## config.mk

```make
export PLATFORM = sky130hd
export DESIGN_NAME = key_value_table_with_flush_core
export DESIGN_NICKNAME = d
export VERILOG_FILES = /design/src/design/kvt_pkg.sv /design/src/design/kvt_ram.sv /design/src/design/kvt_front.sv /design/src/design/kvt_back.sv /design/src/design/key_value_table_with_flush_core.sv
export VERILOG_INCLUDE_DIRS = /design/src /design/src/design
export SDC_FILE = /design/constraint.sdc
export NUM_CORES = 2
export LEC_CHECK = 0
export ABC_CLOCK_PERIOD_IN_PS = 19450
export BUFFER_PORTS_ARGS = -buffer_cell sky130_fd_sc_hd__buf_2
export CAP_MARGIN = 20
export CORE_MARGIN = 5
export CORE_UTILIZATION = 68
export DETAILED_ROUTE_END_ITERATION = 10
export HOLD_SLACK_MARGIN = 0.08
export PLACE_DENSITY = 0.87
export SKIP_LAST_GASP = 1
export SLEW_MARGIN = 20
export SYNTH_ARGS = -nofsm -noshare
export SYNTH_HDL_FRONTEND = slang
export SYNTH_SLANG_ARGS = --single-unit
```

## constraint.sdc

```tcl
create_clock -name clock -period 19.45 [get_ports clock]
set_input_delay 0.9725 -clock clock [delete_from_list [all_inputs] [get_ports clock]]
set_output_delay 0.9725 -clock clock [all_outputs]
set_load 0.1 [all_outputs]
```

## src/design/key_value_table_with_flush_core_defines.svh

```systemverilog
// Assertion macros shared by the key-value table RTL.
// Included by files that carry concurrent checks; no other dependencies.
`ifndef KEY_VALUE_TABLE_WITH_FLUSH_CORE_DEFINES_SVH
`define KEY_VALUE_TABLE_WITH_FLUSH_CORE_DEFINES_SVH

// Same-cycle implication, disabled while reset is high.
`define KVT_ASSERT_IMPL(label, clk, rst, ante, cons, msg) \
   label: assert property (@(posedge clk) disable iff (rst) (ante) |-> (cons)) \
      else $error(msg);

// Next-cycle implication, disabled while reset is high.
`define KVT_ASSERT_NEXT(label, clk, rst, ante, cons, msg) \
   label: assert property (@(posedge clk) disable iff (rst) (ante) |=> (cons)) \
      else $error(msg);

`endif

```

## src/design/kvt_pkg.sv

```systemverilog
// Shared types and constants of the key-value table.
// No dependencies; used by every module of the block.
`timescale 1ns / 1ps

package kvt_pkg;

   localparam int TABLE_DEPTH_DEFAULT = 32;
   localparam int KEY_W               = 32;
   localparam int VALUE_W             = 32;
   localparam int QUEUE_DEPTH         = 2;

   typedef enum logic [1:0] {
      OP_INSERT = 2'd0,
      OP_LOOKUP = 2'd1,
      OP_DELETE = 2'd2,
      OP_FLUSH  = 2'd3
   } opcode_type;

   typedef enum logic {
      KIND_REPLY = 1'b0,
      KIND_ENTRY = 1'b1
   } kind_type;

   typedef enum logic {
      STATUS_OK   = 1'b0,
      STATUS_FULL = 1'b1
   } status_type;

   typedef struct packed {
      logic [1:0]                 opcode;
      logic signed [KEY_W-1:0]    req_key;
      logic signed [VALUE_W-1:0]  req_value;
   } req_type;

   typedef struct packed {
      logic                       out_kind;
      logic [1:0]                 out_opcode;
      logic signed [KEY_W-1:0]    out_key;
      logic signed [VALUE_W-1:0]  out_value;
      logic                       status;
      logic                       last;
   } rsp_type;

   // decoded request as it sits in the queue between front and back
   typedef struct packed {
      opcode_type                 op;
      logic signed [KEY_W-1:0]    key;
      logic signed [VALUE_W-1:0]  value;
   } cmd_type;

endpackage

```

## src/design/kvt_ram.sv

```systemverilog
// Generic single-write, single-read RAM with registered read data.
// Depends on kvt_pkg for default sizes only.
`timescale 1ns / 1ps

module kvt_ram #(
   parameter int WIDTH = kvt_pkg::KEY_W + kvt_pkg::VALUE_W,
   parameter int DEPTH = kvt_pkg::TABLE_DEPTH_DEFAULT,
   localparam int ADDR_W = (DEPTH > 1) ? $clog2(DEPTH) : 1
) (
   input  logic                     clock,
   input  logic                     wr_en,
   input  logic [ADDR_W-1:0]        wr_addr,
   input  logic [WIDTH-1:0]         wr_data,
   input  logic                     rd_en,
   input  logic [ADDR_W-1:0]        rd_addr,
   output logic [WIDTH-1:0]         rd_data
);

   logic [WIDTH-1:0] mem_ff [DEPTH];
   logic [WIDTH-1:0] rd_data_ff;

   always_ff @(posedge clock) begin
      if (wr_en) begin
         mem_ff[wr_addr] <= wr_data;
      end
      if (rd_en) begin
         rd_data_ff <= mem_ff[rd_addr];
      end
   end

   assign rd_data = rd_data_ff;

endmodule

```

## src/design/kvt_front.sv

```systemverilog
// Front end: takes requests, decodes the opcode and queues them for the back end.
// Depends on kvt_pkg.
`timescale 1ns / 1ps

module kvt_front (
   input  logic              clock,
   input  logic              reset,
   input  logic              req_valid,
   output logic              req_ready,
   input  kvt_pkg::req_type  req_data,
   output logic              cmd_valid,
   input  logic              cmd_ready,
   output kvt_pkg::cmd_type  cmd_data
);

   localparam int PTR_W = (kvt_pkg::QUEUE_DEPTH > 1) ? $clog2(kvt_pkg::QUEUE_DEPTH) : 1;
   localparam int CNT_W = $clog2(kvt_pkg::QUEUE_DEPTH + 1);

   kvt_pkg::cmd_type  slot_ff [kvt_pkg::QUEUE_DEPTH];
   logic [PTR_W-1:0]  wr_ptr_ff, wr_ptr_in;
   logic [PTR_W-1:0]  rd_ptr_ff, rd_ptr_in;
   logic [CNT_W-1:0]  fill_ff, fill_in;
   kvt_pkg::cmd_type  cmd_dec;
   logic              push;
   logic              pop;

   // decode
   always_comb begin
      cmd_dec.op    = kvt_pkg::opcode_type'(req_data.opcode);
      cmd_dec.key   = req_data.req_key;
      cmd_dec.value = req_data.req_value;
   end

   assign req_ready = (fill_ff != CNT_W'(kvt_pkg::QUEUE_DEPTH));
   assign cmd_valid = (fill_ff != '0);
   assign cmd_data  = slot_ff[rd_ptr_ff];
   assign push      = req_valid && req_ready;
   assign pop       = cmd_valid && cmd_ready;

   always_comb begin
      wr_ptr_in = wr_ptr_ff;
      rd_ptr_in = rd_ptr_ff;
      fill_in   = fill_ff;
      if (push) begin
         wr_ptr_in = (wr_ptr_ff == PTR_W'(kvt_pkg::QUEUE_DEPTH - 1)) ? '0
                                                                      : wr_ptr_ff + PTR_W'(1);
      end
      if (pop) begin
         rd_ptr_in = (rd_ptr_ff == PTR_W'(kvt_pkg::QUEUE_DEPTH - 1)) ? '0
                                                                      : rd_ptr_ff + PTR_W'(1);
      end
      if (push && !pop) begin
         fill_in = fill_ff + CNT_W'(1);
      end else if (pop && !push) begin
         fill_in = fill_ff - CNT_W'(1);
      end
   end

   always_ff @(posedge clock) begin
      if (reset) begin
         wr_ptr_ff <= '0;
         rd_ptr_ff <= '0;
         fill_ff   <= '0;
      end else begin
         wr_ptr_ff <= wr_ptr_in;
         rd_ptr_ff <= rd_ptr_in;
         fill_ff   <= fill_in;
      end
   end

   always_ff @(posedge clock) begin
      if (push) begin
         slot_ff[wr_ptr_ff] <= cmd_dec;
      end
   end

endmodule

```

## src/design/kvt_back.sv

```systemverilog
// Back end: key match array, valid bits, entry RAM, sequencer and result register.
// Depends on kvt_pkg, kvt_ram and the assertion macro header.
`timescale 1ns / 1ps
`include "key_value_table_with_flush_core_defines.svh"

module kvt_back #(
   parameter int TABLE_DEPTH = kvt_pkg::TABLE_DEPTH_DEFAULT
) (
   input  logic              clock,
   input  logic              reset,
   input  logic              cmd_valid,
   output logic              cmd_ready,
   input  kvt_pkg::cmd_type  cmd_data,
   output logic              rsp_valid,
   input  logic              rsp_ready,
   output kvt_pkg::rsp_type  rsp_data
);

   localparam int IDX_W   = (TABLE_DEPTH > 1) ? $clog2(TABLE_DEPTH) : 1;
   localparam int CNT_W   = $clog2(TABLE_DEPTH + 1);
   localparam int KEY_W   = kvt_pkg::KEY_W;
   localparam int VALUE_W = kvt_pkg::VALUE_W;
   localparam int ENTRY_W = KEY_W + VALUE_W;

   typedef enum logic [4:0] {
      S_IDLE  = 5'b00001,
      S_EXEC  = 5'b00010,
      S_LOOK  = 5'b00100,
      S_FSCAN = 5'b01000,
      S_FEMIT = 5'b10000
   } state_type;

   state_type                 state_ff, state_in;
   kvt_pkg::cmd_type          cur_ff, cur_in;
   logic [KEY_W-1:0]          cam_key_ff [TABLE_DEPTH];
   logic [TABLE_DEPTH-1:0]    valid_ff, valid_in;
   logic [CNT_W-1:0]          cnt_ff, cnt_in;
   logic [IDX_W-1:0]          ptr_ff, ptr_in;
   logic                      hit_ff, hit_in;
   logic                      rsp_valid_ff, rsp_valid_in;
   kvt_pkg::rsp_type          rsp_ff, rsp_in;

   logic [TABLE_DEPTH-1:0]    match_vec;
   logic                      match_any, free_any;
   logic [IDX_W-1:0]          match_idx, free_idx, ins_idx;
   logic                      out_free;
   logic                      cam_we;
   logic                      ram_we, ram_re;
   logic [IDX_W-1:0]          ram_raddr;
   logic [ENTRY_W-1:0]        ram_wdata, ram_rdata;

   // parallel key compare, then lowest-slot priority pick
   always_comb begin
      for (int i = 0; i < TABLE_DEPTH; i++) begin
         match_vec[i] = valid_ff[i] && (cam_key_ff[i] == cur_ff.key);
      end
   end

   always_comb begin
      match_any = 1'b0;
      match_idx = '0;
      free_any  = 1'b0;
      free_idx  = '0;
      for (int i = TABLE_DEPTH - 1; i >= 0; i--) begin
         if (match_vec[i]) begin
            match_any = 1'b1;
            match_idx = IDX_W'(i);
         end
         if (!valid_ff[i]) begin
            free_any = 1'b1;
            free_idx = IDX_W'(i);
         end
      end
   end

   assign ins_idx   = match_any ? match_idx : free_idx;
   assign out_free  = !rsp_valid_ff || rsp_ready;
   assign cmd_ready = (state_ff == S_IDLE);
   assign ram_wdata = {cur_ff.key, cur_ff.value};

   always_comb begin
      state_in     = state_ff;
      cur_in       = cur_ff;
      valid_in     = valid_ff;
      cnt_in       = cnt_ff;
      ptr_in       = ptr_ff;
      hit_in       = hit_ff;
      rsp_valid_in = rsp_valid_ff && !rsp_ready;
      rsp_in       = rsp_ff;
      cam_we       = 1'b0;
      ram_we       = 1'b0;
      ram_re       = 1'b0;
      ram_raddr    = match_idx;

      unique case (state_ff)
         S_IDLE: begin
            if (cmd_valid) begin
               cur_in   = cmd_data;
               state_in = S_EXEC;
            end
         end
         S_EXEC: begin
            unique case (cur_ff.op)
               kvt_pkg::OP_INSERT: begin
                  if (out_free) begin
                     if (match_any || free_any) begin
                        cam_we            = 1'b1;
                        ram_we            = 1'b1;
                        valid_in[ins_idx] = 1'b1;
                        if (!match_any) begin
                           cnt_in = cnt_ff + CNT_W'(1);
                        end
                     end
                     rsp_valid_in      = 1'b1;
                     rsp_in.out_kind   = kvt_pkg::KIND_REPLY;
                     rsp_in.out_opcode = kvt_pkg::OP_INSERT;
                     rsp_in.out_key    = cur_ff.key;
                     rsp_in.out_value  = cur_ff.value;
                     rsp_in.status     = (match_any || free_any) ? kvt_pkg::STATUS_OK
                                                                 : kvt_pkg::STATUS_FULL;
                     rsp_in.last       = 1'b1;
                     state_in          = S_IDLE;
                  end
               end
               kvt_pkg::OP_LOOKUP: begin
                  ram_re    = 1'b1;
                  ram_raddr = match_idx;
                  hit_in    = match_any;
                  state_in  = S_LOOK;
               end
               kvt_pkg::OP_DELETE: begin
                  if (out_free) begin
                     if (match_any) begin
                        valid_in[match_idx] = 1'b0;
                        cnt_in              = cnt_ff - CNT_W'(1);
                     end
                     rsp_valid_in      = 1'b1;
                     rsp_in.out_kind   = kvt_pkg::KIND_REPLY;
                     rsp_in.out_opcode = kvt_pkg::OP_DELETE;
                     rsp_in.out_key    = cur_ff.key;
                     rsp_in.out_value  = cur_ff.value;
                     rsp_in.status     = kvt_pkg::STATUS_OK;
                     rsp_in.last       = 1'b1;
                     state_in          = S_IDLE;
                  end
               end
               kvt_pkg::OP_FLUSH: begin
                  if (out_free) begin
                     rsp_valid_in      = 1'b1;
                     rsp_in.out_kind   = kvt_pkg::KIND_REPLY;
                     rsp_in.out_opcode = kvt_pkg::OP_FLUSH;
                     rsp_in.out_key    = cur_ff.key;
                     rsp_in.out_value  = cur_ff.value;
                     rsp_in.status     = kvt_pkg::STATUS_OK;
                     rsp_in.last       = (cnt_ff == '0);
                     ptr_in            = '0;
                     state_in          = (cnt_ff == '0) ? S_IDLE : S_FSCAN;
                  end
               end
            endcase
         end
         S_LOOK: begin
            if (out_free) begin
               rsp_valid_in      = 1'b1;
               rsp_in.out_kind   = kvt_pkg::KIND_REPLY;
               rsp_in.out_opcode = kvt_pkg::OP_LOOKUP;
               rsp_in.out_key    = cur_ff.key;
               rsp_in.out_value  = hit_ff ? ram_rdata[VALUE_W-1:0] : {VALUE_W{1'b1}};
               rsp_in.status     = kvt_pkg::STATUS_OK;
               rsp_in.last       = 1'b1;
               state_in          = S_IDLE;
            end
         end
         S_FSCAN: begin
            // walk slots in order; a valid one is read out and dropped
            if (valid_ff[ptr_ff]) begin
               ram_re           = 1'b1;
               ram_raddr        = ptr_ff;
               valid_in[ptr_ff] = 1'b0;
               state_in         = S_FEMIT;
            end else begin
               ptr_in = ptr_ff + IDX_W'(1);
            end
         end
         S_FEMIT: begin
            if (out_free) begin
               rsp_valid_in      = 1'b1;
               rsp_in.out_kind   = kvt_pkg::KIND_ENTRY;
               rsp_in.out_opcode = kvt_pkg::OP_INSERT;
               rsp_in.out_key    = ram_rdata[ENTRY_W-1:VALUE_W];
               rsp_in.out_value  = ram_rdata[VALUE_W-1:0];
               rsp_in.status     = kvt_pkg::STATUS_OK;
               rsp_in.last       = (cnt_ff == CNT_W'(1));
               cnt_in            = cnt_ff - CNT_W'(1);
               ptr_in            = ptr_ff + IDX_W'(1);
               state_in          = (cnt_ff == CNT_W'(1)) ? S_IDLE : S_FSCAN;
            end
         end
         default: begin
            state_in = S_IDLE;
         end
      endcase
   end

   always_ff @(posedge clock) begin
      if (reset) begin
         state_ff     <= S_IDLE;
         valid_ff     <= '0;
         cnt_ff       <= '0;
         rsp_valid_ff <= 1'b0;
      end else begin
         state_ff     <= state_in;
         valid_ff     <= valid_in;
         cnt_ff       <= cnt_in;
         rsp_valid_ff <= rsp_valid_in;
      end
   end

   always_ff @(posedge clock) begin
      cur_ff <= cur_in;
      ptr_ff <= ptr_in;
      hit_ff <= hit_in;
      rsp_ff <= rsp_in;
      if (cam_we) begin
         cam_key_ff[ins_idx] <= cur_ff.key;
      end
   end

   kvt_ram #(
      .WIDTH (ENTRY_W),
      .DEPTH (TABLE_DEPTH)
   ) u_entry_ram (
      .clock   (clock),
      .wr_en   (ram_we),
      .wr_addr (ins_idx),
      .wr_data (ram_wdata),
      .rd_en   (ram_re),
      .rd_addr (ram_raddr),
      .rd_data (ram_rdata)
   );

   assign rsp_valid = rsp_valid_ff;
   assign rsp_data  = rsp_ff;

   `KVT_ASSERT_IMPL(a_cnt_bound, clock, reset, 1'b1, cnt_ff <= CNT_W'(TABLE_DEPTH), "entry count above table depth")
   `KVT_ASSERT_IMPL(a_cnt_matches_valid, clock, reset, state_ff == S_IDLE, $countones(valid_ff) == cnt_ff, "entry count out of step with valid bits")
   `KVT_ASSERT_IMPL(a_entry_item_form, clock, reset, rsp_valid_ff && rsp_ff.out_kind, (rsp_ff.out_opcode == kvt_pkg::OP_INSERT) && !rsp_ff.status, "flushed entry item malformed")
   `KVT_ASSERT_NEXT(a_flush_empties, clock, reset, (state_ff == S_FEMIT) && (state_in == S_IDLE), valid_ff == '0, "table not empty after flush")
   `KVT_ASSERT_NEXT(a_full_no_change, clock, reset, (state_ff == S_EXEC) && (cur_ff.op == kvt_pkg::OP_INSERT) && out_free && !match_any && !free_any, $stable(valid_ff) && $stable(cnt_ff), "dropped insert changed the table")

endmodule

```

## src/design/key_value_table_with_flush_core.sv

```systemverilog
// Insert, delete and flush replies pass the request queue, the execute state and the
// result register; lookup replies also pass the lookup state. The back takes one item
// at a time and a stalled result register holds it; flush walks slots to the last entry.
// Reset (synchronous, active high) empties the table at once through its valid bits and
// clears the request queue and result register; no clearing pass is needed.
// Top level of the key-value table; depends on kvt_pkg, kvt_front and kvt_back.
`timescale 1ns / 1ps

module key_value_table_with_flush_core #(
   parameter int TABLE_DEPTH = kvt_pkg::TABLE_DEPTH_DEFAULT   // 1 to 63 slots
) (
   input  logic              clock,
   input  logic              reset,
   input  logic              req_valid,
   output logic              req_ready,
   input  kvt_pkg::req_type  req_data,
   output logic              rsp_valid,
   input  logic              rsp_ready,
   output kvt_pkg::rsp_type  rsp_data
);

   // Front/back split: the front decodes each item and parks it in a two-entry queue, so
   // new items keep coming in while the back is busy or its result register is stalled.
   logic              cmd_valid;
   logic              cmd_ready;
   kvt_pkg::cmd_type  cmd_data;

   kvt_front u_front (
      .clock     (clock),
      .reset     (reset),
      .req_valid (req_valid),
      .req_ready (req_ready),
      .req_data  (req_data),
      .cmd_valid (cmd_valid),
      .cmd_ready (cmd_ready),
      .cmd_data  (cmd_data)
   );

   // Back: keys sit in a compare array (lowest matching or free slot wins), keys and
   // values also sit in a RAM that serves lookup reads and the flush walk. Flush echoes
   // the item, then emits each valid entry in slot order with last on the final one.
   kvt_back #(
      .TABLE_DEPTH (TABLE_DEPTH)
   ) u_back (
      .clock     (clock),
      .reset     (reset),
      .cmd_valid (cmd_valid),
      .cmd_ready (cmd_ready),
      .cmd_data  (cmd_data),
      .rsp_valid (rsp_valid),
      .rsp_ready (rsp_ready),
      .rsp_data  (rsp_data)
   );

endmodule

```

Word level (Yosys, flattened, before mapping)
Memory sizes are Yosys's and may differ from the RTL's. A register that Yosys moved wholly into a read port is not among the register bits.
Index checks and enable logic that the tools add are counted.
{ "classes": {"n_bitwise": 5, "n_eq_ne": 57, "n_shift": 0, "n_mux": 195, "n_mul": 0, "n_addsub": 7, "div": 0, "n_lt_le_gt_ge": 6, "reduce_logical": 64} }
{ "ops": {"columns": ["op", "n"], "rows": [
  ["32-bit == test", 32],
  ["69-bit one-hot mux with 3 select lines", 2],
  ["5-bit 2-to-1 mux", 76],
  ["69-bit 2-to-1 mux", 5],
  ["32-bit 2-to-1 mux", 6],
  ["32-bit one-hot mux with 2 select lines", 2],
  ["1-bit 2-to-1 mux", 83],
  ["32-bit bitwise AND", 2],
  ["32-bit NOT", 2],
  ["1-bit logical AND", 40],
  ["6-bit 2-to-1 mux", 6],
  ["32-bit OR", 1],
  ["5-bit one-hot mux with 3 select lines", 2],
  ["5-bit one-hot mux with 5 select lines", 1],
  ["6-bit one-hot mux with 2 select lines", 2],
  ["5-bit by 6-bit < comparator with 1-bit output (second input constant)", 3],
  ["1-bit demux with 5-bit select", 3],
  ["5-bit by 1-bit >= comparator with 1-bit output (second input constant)", 3],
  ["3-bit by 2-bit inequality test with 1-bit output (second input constant)", 5],
  ["7-bit AND reduction", 2],
  ["2-bit by 1-bit inequality test with 1-bit output (second input constant)", 6],
  ["4-bit 2-to-1 mux", 2],
  ["8-bit AND reduction", 1],
  ["2-bit nonzero test", 4],
  ["other kinds (30)", 43]
]} }
{ "totals": {"latch_bits": 0, "rom_bits": 0, "regBits": 123, "word_cells": 352, "memories": 3, "ramBits": 3204, "output_inout_bits": 71} }
{ "memory_table": {"columns": ["memory", "words", "word_bits", "rd", "rd_clocked_by_memory_dff", "wr", "line", "text"], "rows": [
  ["u_back.u_entry_ram.mem_ff", 32, 64, 1, 1, 1, "kvt_ram.sv:19", "logic [WIDTH-1:0] mem_ff [DEPTH];"],
  ["u_back.cam_key_ff", 32, 32, 32, 0, 1, "kvt_back.sv:35", "logic [KEY_W-1:0] cam_key_ff [TABLE_DEPTH];"],
  ["u_front.slot_ff", 2, 66, 1, 1, 1, "kvt_front.sv:19", "kvt_pkg::cmd_type slot_ff [kvt_pkg::QUEUE_DEPTH];"]
]} }

Depth between registers and ports, before layout
An unclocked memory read counts as a cell.
{ "logic_depth": {"depth_word": 45, "mapped_depth": 21} }

Cells and area by module
A second synthesis with hierarchy kept.
{ "hier_totals": {"hier_cells": 7450, "hier_area_um2": 141001.5} }
{ "modules_own_cells": {"columns": ["mod", "seq_area_each_um2", "cells_each", "area_each_um2", "instances"], "rows": [
  ["kvt_ram", 63420.8, 3096, 79605.1, 1],
  ["kvt_back", 35864.4, 4125, 56404.1, 1],
  ["kvt_front", 4063.9, 229, 4992.3, 1]
]} }

Worst setup path after synthesis
Ideal clock, no wire load.
{ "synth_timing": {"path_kind": "reg-to-reg", "from": "register u_back.cur_ff[38] (netlist name)", "to": "memory u_back.cam_key_ff[24][0] (enable)", "arrival_time_ns": 6.536, "path_stages_with_launch": 15, "setup_time_ns": 0.486, "path_buffers": 4, "required_ns": 18.964, "slack_ns": 12.428, "path_cell_list": "edfxtp_1 -> buf_4 -> buf_4 -> buf_4 -> buf_4 -> xor2_1 -> nor4_1 -> nand4b_1 -> nor3_1 -> a41o_1 -> nor4_1 -> or3b_2 -> or2_2 -> or3_1 -> nor2_1"} }
{ "synth_between": {"elab_chain_cells": 41} }
{ "synth_rtl": {"columns": ["element", "line", "text"], "rows": [
  ["start: declaration", "kvt_back.sv:34", "kvt_pkg::cmd_type cur_ff, cur_in;"],
  ["start signal: assignment", "kvt_back.sv:220", "cur_ff <= cur_in;"],
  ["32-bit == test", "kvt_back.sv:55", "match_vec[i] = valid_ff[i] && (cam_key_ff[i] == cur_ff.key);"],
  ["1-bit logical AND", "kvt_back.sv:55", null],
  ["1-bit 2-to-1 mux (32 in a row)", "kvt_back.sv:65", "if (match_vec[i]) begin"],
  ["1-bit logical OR", "kvt_back.sv:106", "if (match_any || free_any) begin"],
  ["1-bit 2-to-1 mux", "kvt_back.sv:106", null],
  ["1-bit 2-to-1 mux", "kvt_back.sv:105", "if (out_free) begin"],
  ["1-bit 2-to-1 mux", "kvt_back.sv:103", "unique case (cur_ff.op)"],
  ["1-bit 2-to-1 mux", "kvt_back.sv:95", "unique case (state_ff)"],
  ["1-bit 2-to-1 mux", "kvt_back.sv:224", "if (cam_we) begin"],
  ["1-bit 2-to-1 mux (not written as such)", "kvt_back.sv:225", "cam_key_ff[ins_idx] <= cur_ff.key;"],
  ["end: declaration", "kvt_back.sv:35", null]
]} }
Several ways; a longest one is shown, not always the timed one.

Final worst setup path
{ "layout_timing": {"from": "register u_back.cur_ff[33] (netlist name)", "to": "register u_back.u_entry_ram.rd_data_ff[54] (netlist: u_back.u_entry_ram.rd_data[54]), read port of u_back.u_entry_ram.mem_ff (data pin)"} }
{ "layout_between": {"elab_chain_cells": 36} }
{ "layout_rtl": {"columns": ["element", "line", "text"], "rows": [
  ["32-bit == test", "kvt_back.sv:55", null],
  ["1-bit logical AND", "kvt_back.sv:55", null],
  ["5-bit 2-to-1 mux (31 in a row)", "kvt_back.sv:65", null],
  ["5-bit 2-to-1 mux (*)", "kvt_back.sv:65", null],
  ["5-bit 2-to-1 mux", "kvt_back.sv:176", "if (valid_ff[ptr_ff]) begin"],
  ["5-bit 2-to-1 mux (*)", null, null],
  ["end: declaration", "kvt_ram.sv:20", "logic [WIDTH-1:0] rd_data_ff;"]
]} }
Mark *: on every way between the ends. The rest lies on a longest branch, timed or not.
A chain may end at the register's enable or synchronous reset.

==> impl_results.md <==
* Status: complete, no violations
* Vias post-DR at 78299
* Site Rows at 148
* Nets at 8065
* Synth-to-layout area growth at 9.79%
* Most used routing layer: met2
* Worst r2r src: u_back.cur_ff[33]$_DFFE_PP_
* CP Launch Type: flip-flop
* P_leak at 44.3 nW
* R2r worst-path depth at 18
* GPL Wtd Cong at 1.10
* Max rail drop VDD at 0.000153 V
* Hold Crit Depth at 1
* Gr ovfl total at 0
* Port bufs at 140
* Fin crit share at 49.8%
* Area of the core at 162000 um2
* Worst Clk Skew at 0.0869 ns
* Final hold violation count at 0
* Clock Latency Late Sink at 0.93 ns
* DRT iter0 DRCs at 14659
* Synth unique cells at 79
* Post-synth EDFFs at 2385
* Num CTS Buffers at 232
* Largest net degree at the start of global routing at 174
* Syn Nets at 7973
* Setup TNS at 0 ns
* Pwr Density at 119 nW/um2
* CTS clk-pin slew, worst paths at 0.06 ns
* Mean Syn Cell Area at 14.0 um2
* GR Util met2 at 67.8%
* First-pass GRT wire length at 561 mm
* Total power draw at 14.4 mW
* Hold Path Class: primary input to flip-flop
* Count of pins over their slew limit at 0
* Met3 Use GR at 15.6%
* Postcts setup bufs at 0
* Post-Syn Instances at 7889
* Req. time, crit path at 20.18 ns
* YS warnings at 0
* Post-DR vias/cell at 7.55
* CTS sink cnt at 2433
* Residual DRC at 0
* Die area at 171000 um2
* Detailed Route WL at 409 mm
* Seq/Total Area, Yosys at 65.6%
* F_max at 103 MHz
* Crit. End Element: flip-flop
* Ys async rst share at 0%
* Grt met1 use at 60.8%
* Synth Flop Type: edfxtp_1
* GR Util All Layers at 47.1%
* Io pins at 141
* CTS Hold Bufs at 0
* Number of max-cap violations at 0
* WHS Endpoint: u_front.slot_ff[1][22]$_DFFE_PP_
* Vias in the first global route at 74144
* Hold path start: req_data[22]
* Final ANT Viol Nets at 0
* Synthesized area at 111000 um2
* Worst slew pin tran at 1.34 ns
* DP HPWL at 255 mm
* Initial core utilization at 68.2%
* Worst EP arrival at 10.42 ns
* Slew HR at 9.93%
* WL/cell at 39.5 um
* Clock Path Buffers at 3
* Die width at 413 um
* # setup viols final at 0
* Initial antenna violation count at 25
* Worst reg2reg endpoint: u_back.u_entry_ram.rd_data[54]$_DFFE_PP_
* Post_cts resized at 0
* Worst Setup Path Type: flip-flop to flip-flop
* R2r setup slk at 9.76 ns
* Drt first pass iters at 8
* #FFs+latches synth at 2433
* CTS HTree Levels at 4
* Share of cells above drive strength 1 at 10.8%
* Min cycle time layout at 9.69 ns
* Die height at 413 um
* RSZ-0062 raised after global routing: false
* CTS tree: done
* Critical path peak fanout at 66
* Clk root buf: clkbuf_16
-- cells in the mapped netlist, drive strengths merged, types with 21 or more instances --
library cell / count / area share (%)
nor2: 129 / 0.44
dfxtp: 48 / 0.87
mux2i: 764 / 6.9
nand2b: 31 / 0.18
clkbuf: 180 / 0.61
nor2b: 156 / 0.88
a21oi: 301 / 1.4
o21ai: 89 / 0.40
a32oi: 40 / 0.32
or4: 25 / 0.17
o22ai: 135 / 0.76
or3: 33 / 0.19
xnor2: 211 / 1.7
nand4: 178 / 1.0
buf: 301 / 1.6
nor4b: 23 / 0.18
edfxtp: 2385 / 65
nor3: 77 / 0.35
o31ai: 55 / 0.37
a31oi: 28 / 0.16
xor2: 821 / 6.5
a211oi: 148 / 1.0
and2: 21 / 0.12
nand2: 599 / 2.0
nand3: 213 / 0.96
and3: 31 / 0.18
inv: 37 / 0.13
nand4b: 45 / 0.36
a22oi: 157 / 1.1
nor4: 362 / 2.0
mux2: 108 / 1.1
-- per-layer routing --
layer,wire [um],share of wire (%)
met1,136000,33
met2,175000,43
met3,62700,15
met4,35900,8.8
met5,175,0.043
-- placed cells by master, fill, tap and decap left out, types with 135 or more instances in the layout --
cell,n
nand2_1,596
o22ai_1,135
nor2b_1,156
nor4_1,361
a211oi_1,145
a21oi_1,300
a22oi_1,157
xor2_1,821
nand3_1,212
clkbuf_16,236
edfxtp_1,2385
xnor2_1,209
mux2i_1,764
buf_2,140
buf_4,188
nand4_1,178
-- critical path: stages, from the launching register on --
cell,delay [ns]
edfxtp_1,0.33
buf_4,0.51
buf_4,0.70
xor2_1,0.19
nor4_1,0.44
nand4_1,0.15
or4_1,0.57
nand2_1,0.21
a311o_1,0.41
a2111o_1,0.24
o21a_4,0.67
buf_4,0.85
buf_4,0.67
buf_4,0.81
buf_4,0.83
mux2i_1,0.18
a22oi_1,0.53
nand3_1,0.54
nand4_1,0.28
-- registers in the layout (all words and copies together) (netlist names), 6 cells and up --
register / flops
u_back.u_entry_ram.mem_ff: 1056
u_back.cam_key_ff: 992
u_front.slot_ff: 132
u_back.rsp_data: 69
u_back.cur_ff: 66
u_back.u_entry_ram.rd_data: 64
u_back.valid_ff: 32
u_back.cnt_ff: 6
-- worst max path at each step --
stage	end	start	cells past startpoint
final	u_back.u_entry_ram.rd_data[54]$_DFFE_PP_	u_back.cur_ff[33]$_DFFE_PP_	18
after floorplan	u_back.cam_key_ff[24][0]$_DFFE_PP_	u_back.cur_ff[38]$_DFFE_PP_	14
after global placement	u_back.u_entry_ram.rd_data[60]$_DFFE_PP_	u_back.cur_ff[33]$_DFFE_PP_	17
after global routing	u_back.u_entry_ram.rd_data[54]$_DFFE_PP_	u_back.cur_ff[32]$_DFFE_PP_	18
after CTS	u_back.u_entry_ram.rd_data[61]$_DFFE_PP_	u_back.cur_ff[32]$_DFFE_PP_	18
after detailed placement	u_back.u_entry_ram.rd_data[61]$_DFFE_PP_	u_back.cur_ff[46]$_DFFE_PP_	17
-- where the power goes --
group | switching [mW] | internal [mW] | total, mW
logic | 2.31 | 0.715 | 3.02
registers | 0.282 | 6.48 | 6.76
clock network | 2.06 | 2.57 | 4.63
-- metrics by stage --
| step | std cells | cell area (um2) | hold WS [ns] | util [%] | worst slack (ns) |
|---|---|---|---|---|---|
| after floorplan | 7889 | 111000 | 0.480 | - | 12.43 |
| after global placement | 9918 | 114000 | 0.493 | 70.0 | 10.10 |
| after detailed placement | 9919 | 114000 | 0.524 | 70.0 | 10.56 |
| after CTS | 10349 | 121000 | 0.196 | 74.8 | 10.50 |
| after global routing | 10353 | 121000 | 0.213 | 74.8 | 9.72 |
| final | 10368 | 121000 | 0.230 | 74.9 | 9.76 |
-- cells by family after synthesis --
logic type | Yosys count | synth area share (%)
flops | 2433 | 65.6
xor+xnor | 1032 | 8.19
compound gates | 1045 | 6.17
fa+ha+maj | 14 | 0.158
mux | 881 | 8.20
simple gates | 1965 | 9.37
buf+inv | 519 | 2.30
-- cell type report --
| class | count | area (um2) |
|---|---|---|
| tap | 2175 | 2720 |
| inverter | 38 | 144 |
| fill | 9741 | 40800 |
| sequential | 2433 | 72600 |
| multi-input combinational | 4937 | 35900 |
| clock inverter | 145 | 1600 |
| antenna | 16 | 40.0 |
| clock buffer | 285 | 6090 |
| timing repair buffer | 339 | 2340 |
Note: power is estimated with default switching activity, not from simulation.
